`config.mk`:
```
export PLATFORM = sky130hd
export DESIGN_NAME = percent_decoder
export DESIGN_NICKNAME = d
export VERILOG_FILES = /design/src/rtl/pct_pkg.sv /design/src/rtl/pct_front.sv /design/src/rtl/pct_queue.sv /design/src/rtl/pct_back.sv /design/src/rtl/percent_decoder.sv
export SDC_FILE = /design/constraint.sdc
export NUM_CORES = 1
export LEC_CHECK = 0
export ABC_AREA = 1
export BUFFER_PORTS_ARGS = -buffer_cell sky130_fd_sc_hd__buf_2
export CELL_PAD_IN_SITES_DETAIL_PLACEMENT = 1
export CELL_PAD_IN_SITES_GLOBAL_PLACEMENT = 1
export CORE_ASPECT_RATIO = 1.25
export CORE_MARGIN = 2
export CORE_UTILIZATION = 53
export CTS_CLUSTER_SIZE = 28
export DETAILED_ROUTE_END_ITERATION = 10
export MAX_ROUTING_LAYER = met4
export PLACE_DENSITY = 0.84
export SYNTH_ARGS = -nofsm -noshare
export SYNTH_HDL_FRONTEND = slang
export SYNTH_SLANG_ARGS = --single-unit
```
`constraint.sdc`:
```
create_clock -name aclk -period 4.4 [get_ports aclk]
set_input_delay 0.22 -clock aclk [delete_from_list [all_inputs] [get_ports aclk]]
set_output_delay 0.22 -clock aclk [all_outputs]
set_load 0.005 [all_outputs]
```
`src/rtl/pct_pkg.sv`:
```
// shared types and constants for the percent decoder
`default_nettype none

package pct_pkg;

    // escape introducer character
    localparam logic [7:0] PCT_CHAR = 8'h25;

    // default number of bundles held between front and back
    localparam int PCT_QUEUE_DEPTH = 4;

    // escape tracking state
    typedef enum logic [1:0] {
        PH_IDLE  = 2'd0,
        PH_PCT   = 2'd1,
        PH_DIGIT = 2'd2
    } phase_t;

    // up to three output bytes produced by one input byte
    typedef struct packed {
        logic [1:0]      count;
        logic [2:0][7:0] bytes;
        logic            last;
    } bundle_t;

endpackage

`default_nettype wire

```
`src/rtl/pct_front.sv`:
```
// front end: tracks escapes and turns each input byte into at most one output bundle
`default_nettype none

module pct_front (
    input  wire logic             aclk,
    input  wire logic             aresetn,
    input  wire logic             in_fire,
    input  wire logic [7:0]       in_byte,
    input  wire logic             in_last,
    output pct_pkg::bundle_t      bundle,
    output logic                  bundle_push
);
    import pct_pkg::*;

    phase_t     phase_reg;
    phase_t     phase_next;
    logic [7:0] held_reg;
    logic [7:0] held_next;
    logic       is_hex;
    logic       opens_escape;

    function automatic logic hex_ok(input logic [7:0] c);
        return (c >= 8'h30 && c <= 8'h39) || (c >= 8'h61 && c <= 8'h66) ||
               (c >= 8'h41 && c <= 8'h46);
    endfunction

    // letters sit at low nibble 1..6 in both cases
    function automatic logic [3:0] hex_val(input logic [7:0] c);
        logic [3:0] v;
        if (c[6]) begin
            v = c[3:0] + 4'd9;
        end else begin
            v = c[3:0];
        end
        return v;
    endfunction

    assign is_hex       = hex_ok(in_byte);
    assign opens_escape = (in_byte == PCT_CHAR) && !in_last;

    // classify the byte against the pending escape
    always_comb begin
        phase_next    = phase_reg;
        held_next     = held_reg;
        bundle.count  = 2'd0;
        bundle.bytes  = '0;
        bundle.last   = in_last;
        unique case (phase_reg)
            PH_PCT: begin
                if (is_hex && in_last) begin
                    bundle.count    = 2'd2;
                    bundle.bytes[0] = PCT_CHAR;
                    bundle.bytes[1] = in_byte;
                    phase_next      = PH_IDLE;
                end else if (is_hex) begin
                    held_next  = in_byte;
                    phase_next = PH_DIGIT;
                end else if (opens_escape) begin
                    bundle.count    = 2'd1;
                    bundle.bytes[0] = PCT_CHAR;
                    phase_next      = PH_PCT;
                end else begin
                    bundle.count    = 2'd2;
                    bundle.bytes[0] = PCT_CHAR;
                    bundle.bytes[1] = in_byte;
                    phase_next      = PH_IDLE;
                end
            end
            PH_DIGIT: begin
                if (is_hex) begin
                    bundle.count    = 2'd1;
                    bundle.bytes[0] = {hex_val(held_reg), hex_val(in_byte)};
                    phase_next      = PH_IDLE;
                end else if (opens_escape) begin
                    bundle.count    = 2'd2;
                    bundle.bytes[0] = PCT_CHAR;
                    bundle.bytes[1] = held_reg;
                    phase_next      = PH_PCT;
                end else begin
                    bundle.count    = 2'd3;
                    bundle.bytes[0] = PCT_CHAR;
                    bundle.bytes[1] = held_reg;
                    bundle.bytes[2] = in_byte;
                    phase_next      = PH_IDLE;
                end
            end
            default: begin
                if (opens_escape) begin
                    phase_next = PH_PCT;
                end else begin
                    bundle.count    = 2'd1;
                    bundle.bytes[0] = in_byte;
                    phase_next      = PH_IDLE;
                end
            end
        endcase
    end

    assign bundle_push = in_fire && (bundle.count != 2'd0);

    // phase register
    always_ff @(posedge aclk) begin
        if (!aresetn) begin
            phase_reg <= PH_IDLE;
        end else if (in_fire) begin
            phase_reg <= phase_next;
        end
    end

    // held digit, no reset needed
    always_ff @(posedge aclk) begin
        if (in_fire) begin
            held_reg <= held_next;
        end
    end

endmodule

`default_nettype wire

```
`src/rtl/pct_queue.sv`:
```
// small bundle queue between front and back
`default_nettype none

module pct_queue #(
    parameter int DEPTH = pct_pkg::PCT_QUEUE_DEPTH
) (
    input  wire logic             aclk,
    input  wire logic             aresetn,
    input  wire logic             push,
    input  pct_pkg::bundle_t      push_data,
    output logic                  full,
    input  wire logic             pop,
    output logic                  not_empty,
    output pct_pkg::bundle_t      pop_data
);
    import pct_pkg::*;

    localparam int PTR_W = (DEPTH > 1) ? $clog2(DEPTH) : 1;
    localparam int CNT_W = $clog2(DEPTH + 1);

    bundle_t            mem_reg [DEPTH];
    logic [PTR_W-1:0]   wr_ptr_reg;
    logic [PTR_W-1:0]   rd_ptr_reg;
    logic [CNT_W-1:0]   cnt_reg;
    logic [PTR_W-1:0]   wr_ptr_next;
    logic [PTR_W-1:0]   rd_ptr_next;
    logic [CNT_W-1:0]   cnt_next;
    logic               push_ok;
    logic               pop_ok;

    assign full      = (cnt_reg == CNT_W'(DEPTH));
    assign not_empty = (cnt_reg != '0);
    assign push_ok   = push && !full;
    assign pop_ok    = pop && not_empty;
    assign pop_data  = mem_reg[rd_ptr_reg];

    // pointer and count update
    always_comb begin
        wr_ptr_next = wr_ptr_reg;
        rd_ptr_next = rd_ptr_reg;
        cnt_next    = cnt_reg;
        if (push_ok) begin
            wr_ptr_next = (wr_ptr_reg == PTR_W'(DEPTH - 1)) ? '0 : wr_ptr_reg + 1'b1;
        end
        if (pop_ok) begin
            rd_ptr_next = (rd_ptr_reg == PTR_W'(DEPTH - 1)) ? '0 : rd_ptr_reg + 1'b1;
        end
        if (push_ok && !pop_ok) begin
            cnt_next = cnt_reg + 1'b1;
        end else if (pop_ok && !push_ok) begin
            cnt_next = cnt_reg - 1'b1;
        end
    end

    always_ff @(posedge aclk) begin
        if (!aresetn) begin
            wr_ptr_reg <= '0;
            rd_ptr_reg <= '0;
            cnt_reg    <= '0;
        end else begin
            wr_ptr_reg <= wr_ptr_next;
            rd_ptr_reg <= rd_ptr_next;
            cnt_reg    <= cnt_next;
        end
    end

    // storage
    always_ff @(posedge aclk) begin
        if (push_ok) begin
            mem_reg[wr_ptr_reg] <= push_data;
        end
    end

endmodule

`default_nettype wire

```
`src/rtl/pct_back.sv`:
```
// back end: serializes bundles into single output byte transfers
`default_nettype none

module pct_back (
    input  wire logic             aclk,
    input  wire logic             aresetn,
    input  wire logic             q_not_empty,
    input  pct_pkg::bundle_t      q_data,
    output logic                  q_pop,
    output logic                  out_valid,
    input  wire logic             out_ready,
    output logic [7:0]            out_byte,
    output logic                  out_last
);
    import pct_pkg::*;

    bundle_t    cur_reg;
    logic       cur_valid_reg;
    logic       cur_valid_next;
    logic [1:0] idx_reg;
    logic [1:0] idx_next;
    logic       at_end;
    logic       out_fire;

    assign at_end    = (idx_reg == cur_reg.count - 2'd1);
    assign out_fire  = cur_valid_reg && out_ready;
    assign out_valid = cur_valid_reg;
    assign out_byte  = cur_reg.bytes[idx_reg];
    assign out_last  = cur_reg.last && at_end;

    // load a new bundle when empty or when the last byte leaves
    assign q_pop = q_not_empty && (!cur_valid_reg || (out_fire && at_end));

    always_comb begin
        cur_valid_next = cur_valid_reg;
        idx_next       = idx_reg;
        if (q_pop) begin
            cur_valid_next = 1'b1;
            idx_next       = 2'd0;
        end else if (out_fire && at_end) begin
            cur_valid_next = 1'b0;
            idx_next       = 2'd0;
        end else if (out_fire) begin
            idx_next = idx_reg + 2'd1;
        end
    end

    always_ff @(posedge aclk) begin
        if (!aresetn) begin
            cur_valid_reg <= 1'b0;
            idx_reg       <= 2'd0;
        end else begin
            cur_valid_reg <= cur_valid_next;
            idx_reg       <= idx_next;
        end
    end

    // current bundle payload
    always_ff @(posedge aclk) begin
        if (q_pop) begin
            cur_reg <= q_data;
        end
    end

endmodule

`default_nettype wire

```
`src/rtl/percent_decoder.sv`:
```
// Streaming URL percent decoder, top level.
//
// Input channel s_*: one raw byte per transfer, s_in_last marks the end of a
// string. Output channel m_*: one decoded byte per transfer, m_out_last on
// the final byte of a string. A '%' with two hex digits becomes one byte;
// a broken escape is passed through literally and the breaking byte is
// decoded anew. One input byte yields zero to three output bytes.
//
// Throughput: one input byte per cycle as long as the bundle queue has room,
// and one output byte per cycle while m_ready is high and bundles are
// waiting; the output side sets the rate when an input expands into two or
// three bytes, and the queue of QUEUE_DEPTH bundles absorbs those bursts.
//
// Reset (aresetn low, synchronous) drops any pending escape and empties the
// queue and the output stage. When m_ready is low the output byte holds,
// the queue fills, and s_ready drops once it is full.
`default_nettype none

module percent_decoder #(
    parameter int QUEUE_DEPTH = pct_pkg::PCT_QUEUE_DEPTH
) (
    input  wire logic       aclk,
    input  wire logic       aresetn,
    input  wire logic       s_valid,
    output logic            s_ready,
    input  wire logic [7:0] s_in_byte,
    input  wire logic       s_in_last,
    output logic            m_valid,
    input  wire logic       m_ready,
    output logic [7:0]      m_out_byte,
    output logic            m_out_last
);
    import pct_pkg::*;

    bundle_t front_bundle;
    bundle_t q_data;
    logic    front_push;
    logic    q_full;
    logic    q_not_empty;
    logic    q_pop;
    logic    in_fire;

    assign s_ready = !q_full;
    assign in_fire = s_valid && s_ready;

    // escape tracking and classification
    pct_front u_front (
        .aclk        (aclk),
        .aresetn     (aresetn),
        .in_fire     (in_fire),
        .in_byte     (s_in_byte),
        .in_last     (s_in_last),
        .bundle      (front_bundle),
        .bundle_push (front_push)
    );

    // decoupling queue
    pct_queue #(
        .DEPTH (QUEUE_DEPTH)
    ) u_queue (
        .aclk      (aclk),
        .aresetn   (aresetn),
        .push      (front_push),
        .push_data (front_bundle),
        .full      (q_full),
        .pop       (q_pop),
        .not_empty (q_not_empty),
        .pop_data  (q_data)
    );

    // output serializer
    pct_back u_back (
        .aclk        (aclk),
        .aresetn     (aresetn),
        .q_not_empty (q_not_empty),
        .q_data      (q_data),
        .q_pop       (q_pop),
        .out_valid   (m_valid),
        .out_ready   (m_ready),
        .out_byte    (m_out_byte),
        .out_last    (m_out_last)
    );

endmodule

`default_nettype wire

```
==> results.sh <==
export IMPL_run_status="complete, no violations"
export IMPL_power_static_leakage_nw=2.78
export IMPL_synth_compound_gate_area_share_pct=11.3
export IMPL_final_setup_viol_count=0
export IMPL_final_hold_violation_count=0
export IMPL_synth_top_area_share_pct=65.6
export IMPL_min_path_type="in -> reg"
export IMPL_cellPowerDensity_nw_per_um2=651
export IMPL_clock_skew_ns=0.0133
export IMPL_syn_avg_cell_area_um2=11.9
export IMPL_tightest_slew_ns=0.864
export IMPL_synth_xor_xnor_area_share_pct=0.669
export IMPL_via_count=4628
export IMPL_route_detailed_wl_per_inst_um=24.0
export IMPL_setup_total_negative_slack_ns=0
export IMPL_critical_path_max_stage_delay_ns=0.72
export IMPL_die_width_um=103
export IMPL_core_area_um2=12100
export IMPL_tritoncts_num_buffers=17
export IMPL_cts_root_buffer="sky130_fd_sc_hd__clkbuf_16"
export IMPL_start_util_pct=54.1
export IMPL_dominant_synthesized_flop_cell="sky130_fd_sc_hd__edfxtp_1"
export IMPL_clk_pin_slew_worst_paths_ns=0.06
export IMPL_num_antenna_cells=0
export IMPL_clock_power_share_pct=33.1
export IMPL_fp_row_count=45
export IMPL_worstSkewPairLatency_ns=0.43
export IMPL_timing_worst_setup_path_type="reg -> reg"
export IMPL_grt_pass1_wl_um=27800
export IMPL_synth_async_reset_ratio_pct=0
export IMPL_synth_top_family_by_area="simple AND/OR/NAND/NOR gates"
export IMPL_rsz_0062_raised_after_global_routing="false"
export IMPL_period_share_pct=74.8
export IMPL_synth_sequential_area_ratio_pct=69.2
export IMPL_report_final_slew_viol_count=0
export IMPL_post_route_drc_count=0
export IMPL_worst_ir_drop_vdd_uv=331
export IMPL_cts_resized=0
export IMPL_drive_gt1_share_pct=14.9
export IMPL_comb_power_share_pct=23.8
export IMPL_cts_path_max_buffers=2
export IMPL_post_synth_instance_area_um2=6550
export IMPL_synth_top_cells_by_count="143 x sky130_fd_sc_hd__edfxtp_1, 89 x sky130_fd_sc_hd__nor2_1, 64 x sky130_fd_sc_hd__o21ai_0"
export IMPL_place_hpwl_um=11500
export IMPL_power_switching_share_pct=31.8
export IMPL_cts_tree="built"
export IMPL_synth_simple_gate_area_share_pct=12.3
export IMPL_cts_num_sinks=155
export IMPL_post_cts_repair_setup_buffers=0
export IMPL_vias_per_cell=6.14
export IMPL_max_slew_margin_rel_pct=42.3
export IMPL_intPower_w=0.00333
export IMPL_pin_count_of_the_biggest_net_entering_global_routing=56
export IMPL_num_nets_final=603
export IMPL_post_synth_num_cell_types=39
export IMPL_antenna_left=0
export IMPL_cts_hold_buffers_added=0
export IMPL_synthesis_yosys_warnings=0
export IMPL_antenna_found_initial=0
export IMPL_grt_total_usage_pct=30.0
export IMPL_seq_power_share_pct=43.1
export IMPL_synthAdderAreaFrac_pct=2.60
export IMPL_count_leader_synth="sky130_fd_sc_hd__edfxtp_1"
export IMPL_syn_inst=551
export IMPL_netlist_top_cell_by_area="sky130_fd_sc_hd__edfxtp_1"
export IMPL_final_core_util_pct=61.9
export IMPL_initialDrtViolationCount=491
export IMPL_total_switching_power_w=0.00155
export IMPL_num_fill_cells=1214
export IMPL_cp_max_fo=28
export IMPL_fraction_of_synthesized_area_in_multiplexers_pct=0
export IMPL_path_delay_family="compound AO/OA/AOI/OAI gates"
export IMPL_wl_um=18100
export IMPL_critical_path_buf_inv_count=4
export IMPL_grt_pass1_vias=4887
export IMPL_routabilityCongestion=0.942
export IMPL_die_height_um=128
export IMPL_final_period_minus_worst_setup_slack_ns=3.29
export IMPL_grt_remaining_overflow=0
export IMPL_syn_num_nets=577
export IMPL_cpMaxStageDelayCell="sky130_fd_sc_hd__dfxtp_1"
export IMPL_timing_critical_path_to_type="register"
export IMPL_synth_ff_latch_count=155
export IMPL_htree_num_levels=4
export IMPL_first_pass_iters=5
export IMPL_io_pin_count=24
export IMPL_hold_worst_slack_ns=0.0321
export IMPL_fp_dieArea_um2=13300
export IMPL_crit_start_category="register"
export IMPL_synth_area_top_cells="sky130_fd_sc_hd__edfxtp_1 66%, sky130_fd_sc_hd__nor2_1 5.1%, sky130_fd_sc_hd__o21ai_0 4.9%, sky130_fd_sc_hd__dfxtp_1 3.7%, sky130_fd_sc_hd__o22ai_1 3.1%"
export IMPL_cp_required_ns=4.71
export IMPL_synth_edff_count=143
export IMPL_path_cells="xnor2_1, o21bai_1, nand3_1, nand2_1, inv_1, nor2_2, buf_4, inv_2, ha_1, inv_1, fa_1, a21oi_1, o21ai_0, o21ai_0, a21oi_1"
export IMPL_largest_register_ff_count=108
export IMPL_fmax_mhz=304
export IMPL_maxCapViolations=0
export IMPL_arrival_time_at_the_worst_endpoint_ns=3.60
export IMPL_area_delta_synth_final_pct=14.3
export IMPL_numPortBuffers=23
power groups by stage:
stage / clock network, W / registers [W] / logic, W
after detailed placement: 0 / 0.00213 / 0.00112
after CTS: 0.00162 / 0.00211 / 0.00116
after global routing: 0.00167 / 0.00213 / 0.00128
after global placement: 0 / 0.00210 / 0.000994
after floorplan: 0 / 0.00205 / 0.000725
final: 0.00161 / 0.00210 / 0.00116
layout by cell type (no fill, tap or decap), drive strengths merged, types with 2 or more instances in the layout:
cell type / instances
edfxtp: 143
nor2: 92
o21ai: 65
nand2: 54
inv: 40
o22ai: 32
buf: 31
nand3: 23
clkbuf: 21
a21oi: 20
ha: 12
dfxtp: 12
o31ai: 8
bufinv: 5
nor3: 5
a31oi: 4
clkinv: 4
xor2: 3
clkinvlp: 3
nand4: 3
xnor2: 2
or2: 2
worst reg2reg max path: stages, from the launching register on:
cell	delay [ns]
sky130_fd_sc_hd__dfxtp_1	0.72
sky130_fd_sc_hd__xnor2_1	0.21
sky130_fd_sc_hd__o21bai_1	0.22
sky130_fd_sc_hd__nand3_1	0.12
sky130_fd_sc_hd__nand2_1	0.08
sky130_fd_sc_hd__inv_1	0.08
sky130_fd_sc_hd__nor2_2	0.03
sky130_fd_sc_hd__buf_4	0.25
sky130_fd_sc_hd__inv_2	0.17
sky130_fd_sc_hd__ha_1	0.20
sky130_fd_sc_hd__inv_1	0.10
sky130_fd_sc_hd__fa_1	0.47
sky130_fd_sc_hd__a21oi_1	0.16
sky130_fd_sc_hd__o21ai_0	0.12
sky130_fd_sc_hd__o21ai_0	0.18
sky130_fd_sc_hd__a21oi_1	0.06
logic make-up (layout without fill, tap and decap cells):
| family | after synthesis | after routing |
|---|---|---|
| AO/OA/AOI/OAI | 133 | 133 |
| XOR/XNOR | 5 | 5 |
| adder cells (fa/ha/maj) | 13 | 13 |
| buffers and inverters | 65 | 104 |
| flip-flops | 155 | 155 |
| AND/OR/NAND/NOR | 180 | 180 |
layer usage:
| metal | vias up | wire [um] | GRT usage (%) |
|---|---|---|---|
| met5 | - | 0 | - |
| met4 | 0 | 433 | 11.2 |
| met3 | 44 | 1040 | 6.60 |
| met2 | 232 | 9760 | 50.3 |
| met1 | 2323 | 6880 | 35.0 |
| li1 | 2029 | - | - |
path summary, 6_finish.rpt:
path	from	end	slack, ns	cells after the start
max	u_back.idx_reg[1]	u_queue.cnt_reg[2]	1.11	15
min	s_in_byte[4]	u_front.held_reg[4]	0.03	1
max reg2reg	u_back.idx_reg[1]	u_queue.cnt_reg[2]	1.11	15
min reg2reg	u_queue.cnt_reg[2]	u_queue.cnt_reg[2]	0.49	2
area by class of cell:
class / count / area (um^2) / share of cell area [%]
timing repair buffer: 31 / 175 / 2.34
tap: 164 / 205 / 2.74
clock inverter: 11 / 195 / 2.61
sequential: 155 / 4530 / 60.6
multi-input combinational: 331 / 1770 / 23.7
clock buffer: 21 / 450 / 6.02
inverter: 41 / 154 / 2.06
through the flow:
stage,instances,power [W],setup slack (ns),area [um^2]
floorplan,551,0.00278,1.45,6550
global placement,722,0.00309,1.52,6840
detailed placement,722,0.00325,1.22,6840
CTS,754,0.00488,1.12,7490
global route,754,0.00507,0.880,7490
finish,754,0.00488,1.11,7490
Power figures use the tool's default switching activity.
